### config.mk
export PLATFORM = sky130hd
export DESIGN_NAME = sd_spi_command_and_block_read_core
export DESIGN_NICKNAME = d
export VERILOG_FILES = /design/src/design/sdsp_pkg.sv /design/src/design/sdsp_seq.sv /design/src/design/sdsp_out_buf.sv /design/src/design/sd_spi_command_and_block_read_core.sv
export SDC_FILE = /design/constraint.sdc
export NUM_CORES = 1
export LEC_CHECK = 0
export ABC_AREA = 1
export BUFFER_PORTS_ARGS = -buffer_cell sky130_fd_sc_hd__buf_2
export CORE_MARGIN = 1.5
export CORE_UTILIZATION = 54
export DETAILED_ROUTE_END_ITERATION = 8
export PLACE_DENSITY_LB_ADDON = 0.12
export SKIP_LAST_GASP = 1
export SLEW_MARGIN = 20
export SYNTH_ARGS = -nofsm -noshare
export SYNTH_HDL_FRONTEND = slang
export SYNTH_HIERARCHICAL = 1
export SYNTH_SLANG_ARGS = --single-unit
### constraint.sdc
create_clock -name i_clk -period 7.1 [get_ports i_clk]
set_input_delay 1.42 -clock i_clk [delete_from_list [all_inputs] [get_ports i_clk]]
set_output_delay 1.42 -clock i_clk [all_outputs]
set_load 0.01 [all_outputs]
### src/design/sdsp_pkg.sv
// Shared types, constants and helpers for the SD card SPI-mode command
// and block-read sequencer. No dependencies; every design file imports it.
`default_nettype none

package sdsp_pkg;

    localparam int BLOCK_BYTES    = 512;
    localparam int R1_FLUSH_BYTES = 1;
    localparam int MAX_RES        = 3;

    localparam int POLL_W     = 10;
    localparam int BYTE_CNT_W = $clog2(BLOCK_BYTES + 1);
    localparam int FLUSH_W    = 5;
    localparam int POS_W      = 3;
    localparam int RES_CNT_W  = 2;

    localparam logic [POLL_W-1:0] POLL_LIMIT_RST = POLL_W'(100);

    localparam logic [7:0] CMD_PREFIX  = 8'h40;
    localparam logic [7:0] IDLE_BYTE   = 8'hFF;
    localparam logic [7:0] DATA_TOKEN  = 8'hFE;
    localparam logic [7:0] R1_OK       = 8'h00;
    localparam logic [5:0] CMD_READ_1  = 6'd17;
    localparam logic [POS_W-1:0] LAST_ARG_POS = POS_W'(5);

    // action codes carried on the slave-side tuser
    localparam logic [1:0] ACT_CMD  = 2'd0;
    localparam logic [1:0] ACT_READ = 2'd1;
    localparam logic [1:0] ACT_RX   = 2'd2;

    typedef enum logic [1:0] {
        KIND_TX      = 2'd0,
        KIND_DATA    = 2'd1,
        KIND_DONE    = 2'd2,
        KIND_RELEASE = 2'd3
    } t_kind;

    typedef enum logic [3:0] {
        PH_IDLE  = 4'd0,
        PH_FRAME = 4'd1,
        PH_POLL  = 4'd2,
        PH_FLUSH = 4'd3,
        PH_TOKEN = 4'd4,
        PH_DATA  = 4'd5,
        PH_CRC   = 4'd6
    } t_phase;

    // input word, first field in the lowest bits
    typedef struct packed {
        logic [5:0]  pad;
        logic [7:0]  rx_byte;
        logic [22:0] sector;
        logic [4:0]  flush_count;
        logic [7:0]  crc_byte;
        logic [31:0] argument;
        logic [5:0]  command_index;
    } t_in_word;

    // output word, first field in the lowest bits
    typedef struct packed {
        logic [6:0] pad;
        logic       timed_out;
        logic [7:0] status;
        logic [7:0] data_byte;
        logic [7:0] tx_byte;
    } t_out_word;

    typedef struct packed {
        t_kind      kind;
        logic [7:0] tx_byte;
        logic [7:0] data_byte;
        logic [7:0] status;
        logic       timed_out;
        logic       last;
    } t_result;

    // all results caused by one input word
    typedef struct packed {
        t_result [MAX_RES-1:0] res;
        logic [RES_CNT_W-1:0]  cnt;
    } t_batch;

    function automatic t_result mk_res(t_kind kind, logic [7:0] tx, logic [7:0] data,
                                       logic [7:0] status, logic tmo);
        t_result r;
        r.kind      = kind;
        r.tx_byte   = tx;
        r.data_byte = data;
        r.status    = status;
        r.timed_out = tmo;
        r.last      = 1'b0;
        return r;
    endfunction

    function automatic logic [7:0] frame_byte(logic [5:0] idx, logic [31:0] arg,
                                              logic [7:0] chk, logic [POS_W-1:0] pos);
        logic [7:0] b;
        case (pos)
            POS_W'(0): b = CMD_PREFIX | {2'b00, idx};
            POS_W'(1): b = arg[31:24];
            POS_W'(2): b = arg[23:16];
            POS_W'(3): b = arg[15:8];
            POS_W'(4): b = arg[7:0];
            default:   b = chk;
        endcase
        return b;
    endfunction

endpackage

`default_nettype wire

### src/design/sdsp_seq.sv
// Sequencer state and step logic: turns one registered input word into up
// to three results and the next state. Depends on sdsp_pkg.
`default_nettype none

module sdsp_seq (
    input  wire                      i_clk,
    input  wire                      i_rst_n,
    input  wire                      i_fire,
    input  wire [1:0]                i_action,
    input  sdsp_pkg::t_in_word       i_word,
    input  wire [sdsp_pkg::POLL_W-1:0] i_poll_limit,
    output sdsp_pkg::t_batch         o_batch,
    output logic                     o_idle
);
    import sdsp_pkg::*;

    t_phase                r_phase, n_phase;
    logic                  r_read_mode, n_read_mode;
    logic [BYTE_CNT_W-1:0] r_byte_counter, n_byte_counter;
    logic [POLL_W-1:0]     r_try_counter, n_try_counter;
    logic [POLL_W-1:0]     r_retry_counter, n_retry_counter;
    logic [5:0]            r_frame_index, n_frame_index;
    logic [31:0]           r_frame_argument, n_frame_argument;
    logic [7:0]            r_frame_check, n_frame_check;
    logic [FLUSH_W-1:0]    r_pending_flush, n_pending_flush;
    logic [7:0]            r_last_response, n_last_response;
    logic [POS_W-1:0]      r_frame_pos, n_frame_pos;

    t_result [MAX_RES-1:0] e_res;
    logic [RES_CNT_W-1:0]  e_cnt;
    logic                  do_end;
    logic                  do_begin;
    logic [7:0]            end_lr;
    logic [POLL_W-1:0]     limit;
    logic [POLL_W-1:0]     try_dec;
    logic [POLL_W-1:0]     retry_dec;
    logic [FLUSH_W-1:0]    flush_dec;
    logic [BYTE_CNT_W-1:0] byte_inc;

    assign limit     = (i_poll_limit == '0) ? POLL_W'(1) : i_poll_limit;
    assign try_dec   = r_try_counter - POLL_W'(1);
    assign retry_dec = r_retry_counter - POLL_W'(1);
    assign flush_dec = r_pending_flush - FLUSH_W'(1);
    assign byte_inc  = r_byte_counter + BYTE_CNT_W'(1);

    always_comb begin
        n_phase          = r_phase;
        n_read_mode      = r_read_mode;
        n_byte_counter   = r_byte_counter;
        n_try_counter    = r_try_counter;
        n_retry_counter  = r_retry_counter;
        n_frame_index    = r_frame_index;
        n_frame_argument = r_frame_argument;
        n_frame_check    = r_frame_check;
        n_pending_flush  = r_pending_flush;
        n_last_response  = r_last_response;
        n_frame_pos      = r_frame_pos;
        e_res            = '0;
        e_cnt            = '0;
        do_end           = 1'b0;
        do_begin         = 1'b0;
        end_lr           = r_last_response;

        case (i_action)
            ACT_CMD, ACT_READ: begin
                if (r_phase == PH_IDLE) begin
                    do_begin = 1'b1;
                    if (i_action == ACT_CMD) begin
                        n_read_mode      = 1'b0;
                        n_frame_index    = i_word.command_index;
                        n_frame_argument = i_word.argument;
                        n_frame_check    = i_word.crc_byte;
                        n_pending_flush  = i_word.flush_count;
                    end else begin
                        n_read_mode      = 1'b1;
                        n_frame_index    = CMD_READ_1;
                        n_frame_argument = {i_word.sector, 9'd0};
                        n_frame_check    = IDLE_BYTE;
                        n_retry_counter  = limit;
                    end
                end
            end
            ACT_RX: begin
                case (r_phase)
                    PH_FRAME: begin
                        if (r_frame_pos < LAST_ARG_POS) begin
                            n_frame_pos  = r_frame_pos + POS_W'(1);
                            e_res[e_cnt] = mk_res(KIND_TX, frame_byte(r_frame_index,
                                r_frame_argument, r_frame_check, n_frame_pos),
                                8'd0, 8'd0, 1'b0);
                            e_cnt        = e_cnt + RES_CNT_W'(1);
                        end else begin
                            n_phase       = PH_POLL;
                            n_try_counter = limit;
                            e_res[e_cnt]  = mk_res(KIND_TX, IDLE_BYTE, 8'd0, 8'd0, 1'b0);
                            e_cnt         = e_cnt + RES_CNT_W'(1);
                        end
                    end
                    PH_POLL: begin
                        n_last_response = i_word.rx_byte;
                        n_try_counter   = try_dec;
                        if (i_word.rx_byte != IDLE_BYTE || try_dec == '0) begin
                            e_res[e_cnt] = mk_res(KIND_RELEASE, 8'd0, 8'd0, 8'd0, 1'b0);
                            e_cnt        = e_cnt + RES_CNT_W'(1);
                            if (r_pending_flush != '0) begin
                                n_phase      = PH_FLUSH;
                                e_res[e_cnt] = mk_res(KIND_TX, IDLE_BYTE, 8'd0, 8'd0, 1'b0);
                                e_cnt        = e_cnt + RES_CNT_W'(1);
                            end else begin
                                do_end = 1'b1;
                                end_lr = i_word.rx_byte;
                            end
                        end else begin
                            e_res[e_cnt] = mk_res(KIND_TX, IDLE_BYTE, 8'd0, 8'd0, 1'b0);
                            e_cnt        = e_cnt + RES_CNT_W'(1);
                        end
                    end
                    PH_FLUSH: begin
                        if (!r_read_mode) begin
                            e_res[e_cnt] = mk_res(KIND_DATA, 8'd0, i_word.rx_byte, 8'd0, 1'b0);
                            e_cnt        = e_cnt + RES_CNT_W'(1);
                        end
                        n_pending_flush = flush_dec;
                        if (flush_dec != '0) begin
                            e_res[e_cnt] = mk_res(KIND_TX, IDLE_BYTE, 8'd0, 8'd0, 1'b0);
                            e_cnt        = e_cnt + RES_CNT_W'(1);
                        end else begin
                            e_res[e_cnt] = mk_res(KIND_RELEASE, 8'd0, 8'd0, 8'd0, 1'b0);
                            e_cnt        = e_cnt + RES_CNT_W'(1);
                            do_end       = 1'b1;
                        end
                    end
                    PH_TOKEN: begin
                        if (i_word.rx_byte == DATA_TOKEN) begin
                            n_phase        = PH_DATA;
                            n_byte_counter = '0;
                            e_res[e_cnt]   = mk_res(KIND_TX, IDLE_BYTE, 8'd0, 8'd0, 1'b0);
                            e_cnt          = e_cnt + RES_CNT_W'(1);
                        end else begin
                            n_try_counter = try_dec;
                            if (try_dec == '0) begin
                                // give up on the token: release select before done
                                n_phase      = PH_IDLE;
                                e_res[e_cnt] = mk_res(KIND_RELEASE, 8'd0, 8'd0, 8'd0, 1'b0);
                                e_cnt        = e_cnt + RES_CNT_W'(1);
                                e_res[e_cnt] = mk_res(KIND_DONE, 8'd0, 8'd0,
                                                      i_word.rx_byte, 1'b1);
                                e_cnt        = e_cnt + RES_CNT_W'(1);
                            end else begin
                                e_res[e_cnt] = mk_res(KIND_TX, IDLE_BYTE, 8'd0, 8'd0, 1'b0);
                                e_cnt        = e_cnt + RES_CNT_W'(1);
                            end
                        end
                    end
                    PH_DATA: begin
                        e_res[e_cnt]   = mk_res(KIND_DATA, 8'd0, i_word.rx_byte, 8'd0, 1'b0);
                        e_cnt          = e_cnt + RES_CNT_W'(1);
                        n_byte_counter = byte_inc;
                        if (byte_inc >= BYTE_CNT_W'(BLOCK_BYTES)) begin
                            n_phase        = PH_CRC;
                            n_byte_counter = '0;
                        end
                        e_res[e_cnt]   = mk_res(KIND_TX, IDLE_BYTE, 8'd0, 8'd0, 1'b0);
                        e_cnt          = e_cnt + RES_CNT_W'(1);
                    end
                    PH_CRC: begin
                        if (r_byte_counter == '0) begin
                            n_byte_counter = BYTE_CNT_W'(1);
                            e_res[e_cnt]   = mk_res(KIND_TX, IDLE_BYTE, 8'd0, 8'd0, 1'b0);
                            e_cnt          = e_cnt + RES_CNT_W'(1);
                        end else begin
                            n_phase        = PH_IDLE;
                            n_byte_counter = '0;
                            e_res[e_cnt]   = mk_res(KIND_RELEASE, 8'd0, 8'd0, 8'd0, 1'b0);
                            e_cnt          = e_cnt + RES_CNT_W'(1);
                            e_res[e_cnt]   = mk_res(KIND_DONE, 8'd0, 8'd0, R1_OK, 1'b0);
                            e_cnt          = e_cnt + RES_CNT_W'(1);
                        end
                    end
                    default: begin
                    end
                endcase
            end
            default: begin
            end
        endcase

        // wrap up a command: report, move on to the token, or retry the read
        if (do_end) begin
            if (!r_read_mode) begin
                n_phase      = PH_IDLE;
                e_res[e_cnt] = mk_res(KIND_DONE, 8'd0, 8'd0, end_lr, end_lr == IDLE_BYTE);
                e_cnt        = e_cnt + RES_CNT_W'(1);
            end else if (end_lr == R1_OK) begin
                n_phase       = PH_TOKEN;
                n_try_counter = limit;
                e_res[e_cnt]  = mk_res(KIND_TX, IDLE_BYTE, 8'd0, 8'd0, 1'b0);
                e_cnt         = e_cnt + RES_CNT_W'(1);
            end else begin
                n_retry_counter = retry_dec;
                if (retry_dec == '0) begin
                    n_phase      = PH_IDLE;
                    e_res[e_cnt] = mk_res(KIND_DONE, 8'd0, 8'd0, end_lr, 1'b1);
                    e_cnt        = e_cnt + RES_CNT_W'(1);
                end else begin
                    do_begin = 1'b1;
                end
            end
        end

        // start a frame with its command byte
        if (do_begin) begin
            n_phase      = PH_FRAME;
            n_frame_pos  = '0;
            if (n_read_mode) begin
                n_pending_flush = FLUSH_W'(R1_FLUSH_BYTES);
            end
            e_res[e_cnt] = mk_res(KIND_TX, frame_byte(n_frame_index, n_frame_argument,
                                  n_frame_check, POS_W'(0)), 8'd0, 8'd0, 1'b0);
            e_cnt        = e_cnt + RES_CNT_W'(1);
        end

        if (e_cnt != '0) begin
            e_res[e_cnt - RES_CNT_W'(1)].last = 1'b1;
        end
    end

    always_ff @(posedge i_clk) begin
        if (!i_rst_n) begin
            r_phase          <= PH_IDLE;
            r_read_mode      <= 1'b0;
            r_byte_counter   <= '0;
            r_try_counter    <= '0;
            r_retry_counter  <= '0;
            r_frame_index    <= '0;
            r_frame_argument <= '0;
            r_frame_check    <= '0;
            r_pending_flush  <= '0;
            r_last_response  <= '0;
            r_frame_pos      <= '0;
        end else if (i_fire) begin
            r_phase          <= n_phase;
            r_read_mode      <= n_read_mode;
            r_byte_counter   <= n_byte_counter;
            r_try_counter    <= n_try_counter;
            r_retry_counter  <= n_retry_counter;
            r_frame_index    <= n_frame_index;
            r_frame_argument <= n_frame_argument;
            r_frame_check    <= n_frame_check;
            r_pending_flush  <= n_pending_flush;
            r_last_response  <= n_last_response;
            r_frame_pos      <= n_frame_pos;
        end
    end

    assign o_batch.res = e_res;
    assign o_batch.cnt = e_cnt;
    assign o_idle      = (r_phase == PH_IDLE);

endmodule

`default_nettype wire

### src/design/sdsp_out_buf.sv
// Result register bank: holds the results of one step and hands them out
// one word per cycle in order while i_ready is high. Depends on sdsp_pkg.
`default_nettype none

module sdsp_out_buf (
    input  wire               i_clk,
    input  wire               i_rst_n,
    input  wire               i_load,
    input  sdsp_pkg::t_batch  i_batch,
    input  wire               i_ready,
    output logic              o_valid,
    output sdsp_pkg::t_result o_head,
    output logic              o_free
);
    import sdsp_pkg::*;

    t_result [MAX_RES-1:0] r_res;
    logic [RES_CNT_W-1:0]  r_cnt;
    logic [RES_CNT_W-1:0]  r_idx;
    logic                  take;
    logic                  take_last;

    assign o_valid   = (r_cnt != '0);
    assign o_head    = r_res[r_idx];
    assign take      = o_valid && i_ready;
    assign take_last = take && ((r_idx + RES_CNT_W'(1)) == r_cnt);
    assign o_free    = !o_valid || take_last;

    always_ff @(posedge i_clk) begin
        if (!i_rst_n) begin
            r_cnt <= '0;
            r_idx <= '0;
        end else if (i_load) begin
            r_cnt <= i_batch.cnt;
            r_idx <= '0;
        end else if (take_last) begin
            r_cnt <= '0;
            r_idx <= '0;
        end else if (take) begin
            r_idx <= r_idx + RES_CNT_W'(1);
        end
    end

    // payload: no reset needed
    always_ff @(posedge i_clk) begin
        if (i_load) begin
            r_res <= i_batch.res;
        end
    end

endmodule

`default_nettype wire

### src/design/sd_spi_command_and_block_read_core.sv
// SD card SPI-mode host sequencer: command frames and single-block reads.
// Slave side takes an action in tuser (start command, start block read,
// byte received) with its arguments in tdata; the master side returns words
// of kind (tuser): transmit byte, data byte, done, release select; tlast
// marks the final word caused by one input word.
// Each input word is registered, stepped through the sequencer once the
// result bank is free, and its zero to three result words are loaded into
// the result bank, which hands them out one word per cycle while the master
// side is ready. An input word is taken every cycle while its predecessor
// produced at most one result and the master side is ready, otherwise after
// the bank drains.
// A stalled master side holds the current word; the input register keeps
// one word and then drops tready until the bank frees up.
// Synchronous active-low reset returns the sequencer to idle, empties the
// result bank and sets poll_limit to 100. The user must write poll_limit via
// i_cfg_we / i_cfg_wdata only while no work is in flight; it is not enforced.
// Depends on sdsp_pkg, sdsp_seq, sdsp_out_buf.
`default_nettype none

module sd_spi_command_and_block_read_core (
    input  wire        i_clk,
    input  wire        i_rst_n,
    input  wire        i_cfg_we,
    input  wire [sdsp_pkg::POLL_W-1:0] i_cfg_wdata,
    input  wire        i_s_axis_tvalid,
    output logic       o_s_axis_tready,
    // command_index[5:0], argument[37:6], crc_byte[45:38], flush_count[50:46],
    // sector[73:51], rx_byte[81:74], zero pad[87:82]
    input  wire [87:0] i_s_axis_tdata,
    // action[1:0]
    input  wire [1:0]  i_s_axis_tuser,
    output logic       o_m_axis_tvalid,
    input  wire        i_m_axis_tready,
    // tx_byte[7:0], data_byte[15:8], status[23:16], timed_out[24], zero pad[31:25]
    output logic [31:0] o_m_axis_tdata,
    // kind[1:0]
    output logic [1:0] o_m_axis_tuser,
    output logic       o_m_axis_tlast
);
    import sdsp_pkg::*;

    logic              r_in_valid;
    logic [1:0]        r_action;
    t_in_word          r_word;
    logic [POLL_W-1:0] r_poll_limit;

    logic      fire;
    logic      buf_free;
    logic      seq_idle;
    logic      in_take;
    t_batch    batch;
    t_result   head;
    t_out_word out_word;

    assign fire            = r_in_valid && buf_free;
    assign o_s_axis_tready = !r_in_valid || fire;
    assign in_take         = i_s_axis_tvalid && o_s_axis_tready;

    always_ff @(posedge i_clk) begin
        if (!i_rst_n) begin
            r_in_valid   <= 1'b0;
            r_poll_limit <= POLL_LIMIT_RST;
        end else begin
            if (in_take) begin
                r_in_valid <= 1'b1;
            end else if (fire) begin
                r_in_valid <= 1'b0;
            end
            if (i_cfg_we) begin
                r_poll_limit <= i_cfg_wdata;
            end
        end
    end

    always_ff @(posedge i_clk) begin
        if (in_take) begin
            r_action <= i_s_axis_tuser;
            r_word   <= t_in_word'(i_s_axis_tdata);
        end
    end

    sdsp_seq u_seq (
        .i_clk        (i_clk),
        .i_rst_n      (i_rst_n),
        .i_fire       (fire),
        .i_action     (r_action),
        .i_word       (r_word),
        .i_poll_limit (r_poll_limit),
        .o_batch      (batch),
        .o_idle       (seq_idle)
    );

    sdsp_out_buf u_out_buf (
        .i_clk   (i_clk),
        .i_rst_n (i_rst_n),
        .i_load  (fire),
        .i_batch (batch),
        .i_ready (i_m_axis_tready),
        .o_valid (o_m_axis_tvalid),
        .o_head  (head),
        .o_free  (buf_free)
    );

    always_comb begin
        out_word           = '0;
        out_word.tx_byte   = head.tx_byte;
        out_word.data_byte = head.data_byte;
        out_word.status    = head.status;
        out_word.timed_out = head.timed_out;
    end

    assign o_m_axis_tdata = out_word;
    assign o_m_axis_tuser = head.kind;
    assign o_m_axis_tlast = head.last;

`ifndef SYNTHESIS
    // a done word always closes the run of results of its step
    a_done_is_last: assert property (@(posedge i_clk) disable iff (!i_rst_n)
        (o_m_axis_tvalid && head.kind == KIND_DONE) |-> o_m_axis_tlast)
        else $error("done word without tlast");

    // the sequencer is idle whenever done goes out
    a_done_idle: assert property (@(posedge i_clk) disable iff (!i_rst_n)
        (o_m_axis_tvalid && head.kind == KIND_DONE) |-> seq_idle)
        else $error("done word while sequencer busy");

    // a waiting input word is never lost while the result bank is busy
    a_hold_input: assert property (@(posedge i_clk) disable iff (!i_rst_n)
        (r_in_valid && !buf_free) |=> r_in_valid)
        else $error("input word dropped");

    // only transmit words carry a byte to shift out
    a_tx_zero: assert property (@(posedge i_clk) disable iff (!i_rst_n)
        (o_m_axis_tvalid && head.kind != KIND_TX) |-> head.tx_byte == 8'd0)
        else $error("tx_byte set on non-transmit word");
`endif

endmodule

`default_nettype wire

==> impl_metrics.csv <==
group,metric,value,unit
die,row_count,58,
worst_setup_path,cp-end-kind,"register",
finish,finalNonFillerCells,2035,
timing,holdWs,440,ps
grt,overflow,0,
routing,antenna_left,0,
timing,max_freq,234,MHz
clock_tree,cts_tree,"yes",
place,io_buffers,128,
grt,antenna_found_initial,0,
routing,remaining_drc_errors,0,
timing,setup_viol,0,
clock_tree,cts_hold_buf,0,
grt,first_global_vias,10200,
synthesis,avgSynthCellArea,8.80,sq um
die,die_y,163,um
finish,area_growth,12.2,%
synthesis,synthCells,1578,
routing,via_per_inst,5.40,
grt,grt_pass1_wl,50.9,mm
timing,finalClockSkew,11.1,ps
worst_setup_path,worstSetupStartpointType,"register",
finish,post-route-util,61.9,%
power_and_ir_drop,p_leak,0.00640,uW
clock_tree,post-cts-setup-buffers,0,
status,status,"completed",
routing,wl_per_cell,15.5,um
die,pin_count,142,
clock_tree,clkSinkCount,280,
routing,wl,31.5,mm
timing,slew_violations,0,
clock_tree,clk_pin_slew_worst_paths,70,ps
place,hpwl,21.6,mm
die,die_area,26700,sq um
place,place_area,14600,sq um
routing,drtIter0Drc,795,
worst_setup_path,worstPathArrival,4740,ps
finish,drive_above_1_share,17.4,%
power_and_ir_drop,vdd_ir_drop_max,0.000257,V
power_and_ir_drop,powerDensity,234,nW/um^2
clock_tree,cts_resized,0,
clock_tree,clk_latency,560,ps
timing,finalSetupTns,0,ps
finish,fillCellCount,2291,
synthesis,syn_area,13900,sq um
worst_setup_path,crit_fanout,58,
finish,fin_nets,1807,
routing,drtPass1Iterations,5,
finish,diodes,0,
place,place_inst,1981,
finish,final_area,15600,sq um
grt,grt_max_degree,88,
grt,grt_usage,23.9,%
job,max_cap_viol_count,0,
clock_tree,cts_max_path_buffers,3,
worst_setup_path,path_class,"reg2reg",
die,die_width,163,um
timing,period_minus_slack,4270,ps
timing,grt_setup_unrepaired,"no",
synthesis,yosys_warnings,6,
die,core_area,25200,sq um
place,gp_congestion,0.904,
die,start_util,55.1,%
timing,hold_viol,0,
clock_tree,clock-root-buffer,"clkbuf_16",
clock_tree,h-tree-depth,1,
min_path,holdCritPathClass,"reg2reg",
worst_setup_path,worstPathRequired,7570,ps
timing,post-route-period-util,60.1,%
timing,tightest_slew,1030,ps
timing,relSlewSlack,31.5,%
routing,vias,11000,
clock_tree,numCtsBuffers,29,
-- report_power, final --
part	internal, uW	switching (uW)	leakage, uW
registers	1800	36.1	0.00256
logic	91.3	190	0.00336
clock network	903	632	0.000485
total	2790	858	0.00640
-- metrics by stage --
stage	setup slack (ps)	total power (uW)
floorplan	666	2060
global placement	2770	2140
detailed placement	2690	2150
CTS	2810	3680
global route	2300	3790
finish	2830	3650
-- sequential cells by signal, summed over array words and instances (netlist names), 3 cells and up --
register                count
u_out_buf/r_res            84
r_word                     82
u_seq/r_frame_argument     32
r_poll_limit               10
u_seq/r_byte_counter       10
u_seq/r_retry_counter      10
u_seq/r_try_counter        10
u_seq/r_frame_check         8
u_seq/r_last_response       8
u_seq/r_frame_index         6
u_seq/r_pending_flush       5
u_seq/r_phase               4
u_seq/r_frame_pos           3
-- critical path, stage by stage, from the launching register on --
cell and delay, ps:
dfxtp_1 290, buf_4 240, inv_2 720, nand2_2 90, nand2_1 120, nand2_1 50, nand2_1 70, nand2_2 70
nand2_1 90, nand2_1 90, inv_4 310, inv_1 350, nor2_1 230, inv_1 70, nor2_1 100, nand2_1 160
inv_1 160, nand2_1 90, nor3b_1 250, nand2_1 140, nor2_1 190, a21oi_1 90, a211oi_1 160
-- cell type report --
type | instances | area [sq um] | area share, %
clock buffer | 38 | 832 | 5.34
timing repair buffer | 139 | 723 | 4.64
clock inverter | 16 | 155 | 0.996
sequential | 280 | 7290 | 46.8
multi-input combinational | 1059 | 5520 | 35.4
inverter | 173 | 653 | 4.19
tap | 330 | 413 | 2.65
-- worst paths after layout --
kind	from	endpoint	slack, ps	cells after the start
hold / removal	u_seq/r_phase[3]$_SDFFE_PN0P_	u_seq/r_phase[3]$_SDFFE_PN0P_	440	2
setup / recovery	u_out_buf/r_idx[0]$_SDFFE_PP0P_	u_seq/r_byte_counter[8]$_SDFFE_PN0P_	2830	22
hold reg to reg	u_seq/r_phase[3]$_SDFFE_PN0P_	u_seq/r_phase[3]$_SDFFE_PN0P_	440	2
setup reg to reg	u_out_buf/r_idx[0]$_SDFFE_PP0P_	u_seq/r_byte_counter[8]$_SDFFE_PN0P_	2830	22
-- cell usage in the layout, fill, tap and decap left out, drive strengths merged, types with 4 or more instances in the layout --
| cell type | instances |
|---|---|
| nand2 | 341 |
| nor2 | 187 |
| inv | 170 |
| edfxtp | 168 |
| buf | 139 |
| nand3 | 114 |
| o21ai | 113 |
| dfxtp | 112 |
| a21oi | 75 |
| clkbuf | 38 |
| a31oi | 31 |
| o31ai | 30 |
| conb | 24 |
| nand4 | 22 |
| ha | 20 |
| clkinv | 15 |
| o22ai | 12 |
| nor3 | 12 |
| a221oi | 11 |
| xor2 | 11 |
| o211ai | 9 |
| o21a | 6 |
| o2111ai | 5 |
| a211oi | 5 |
| nor4 | 5 |
| xnor2 | 4 |
-- metal layers --
layer	vias up	share of wire (%)	global-route usage (%)	routed length, um
li1	5529	-	-	-
met3	57	6.0	2.87	1880
met2	355	45	38.3	14300
met5	-	0	0	0
met1	5058	46	33.4	14500
met4	0	2.8	8.22	889
(Power assumes the default switching activity.)
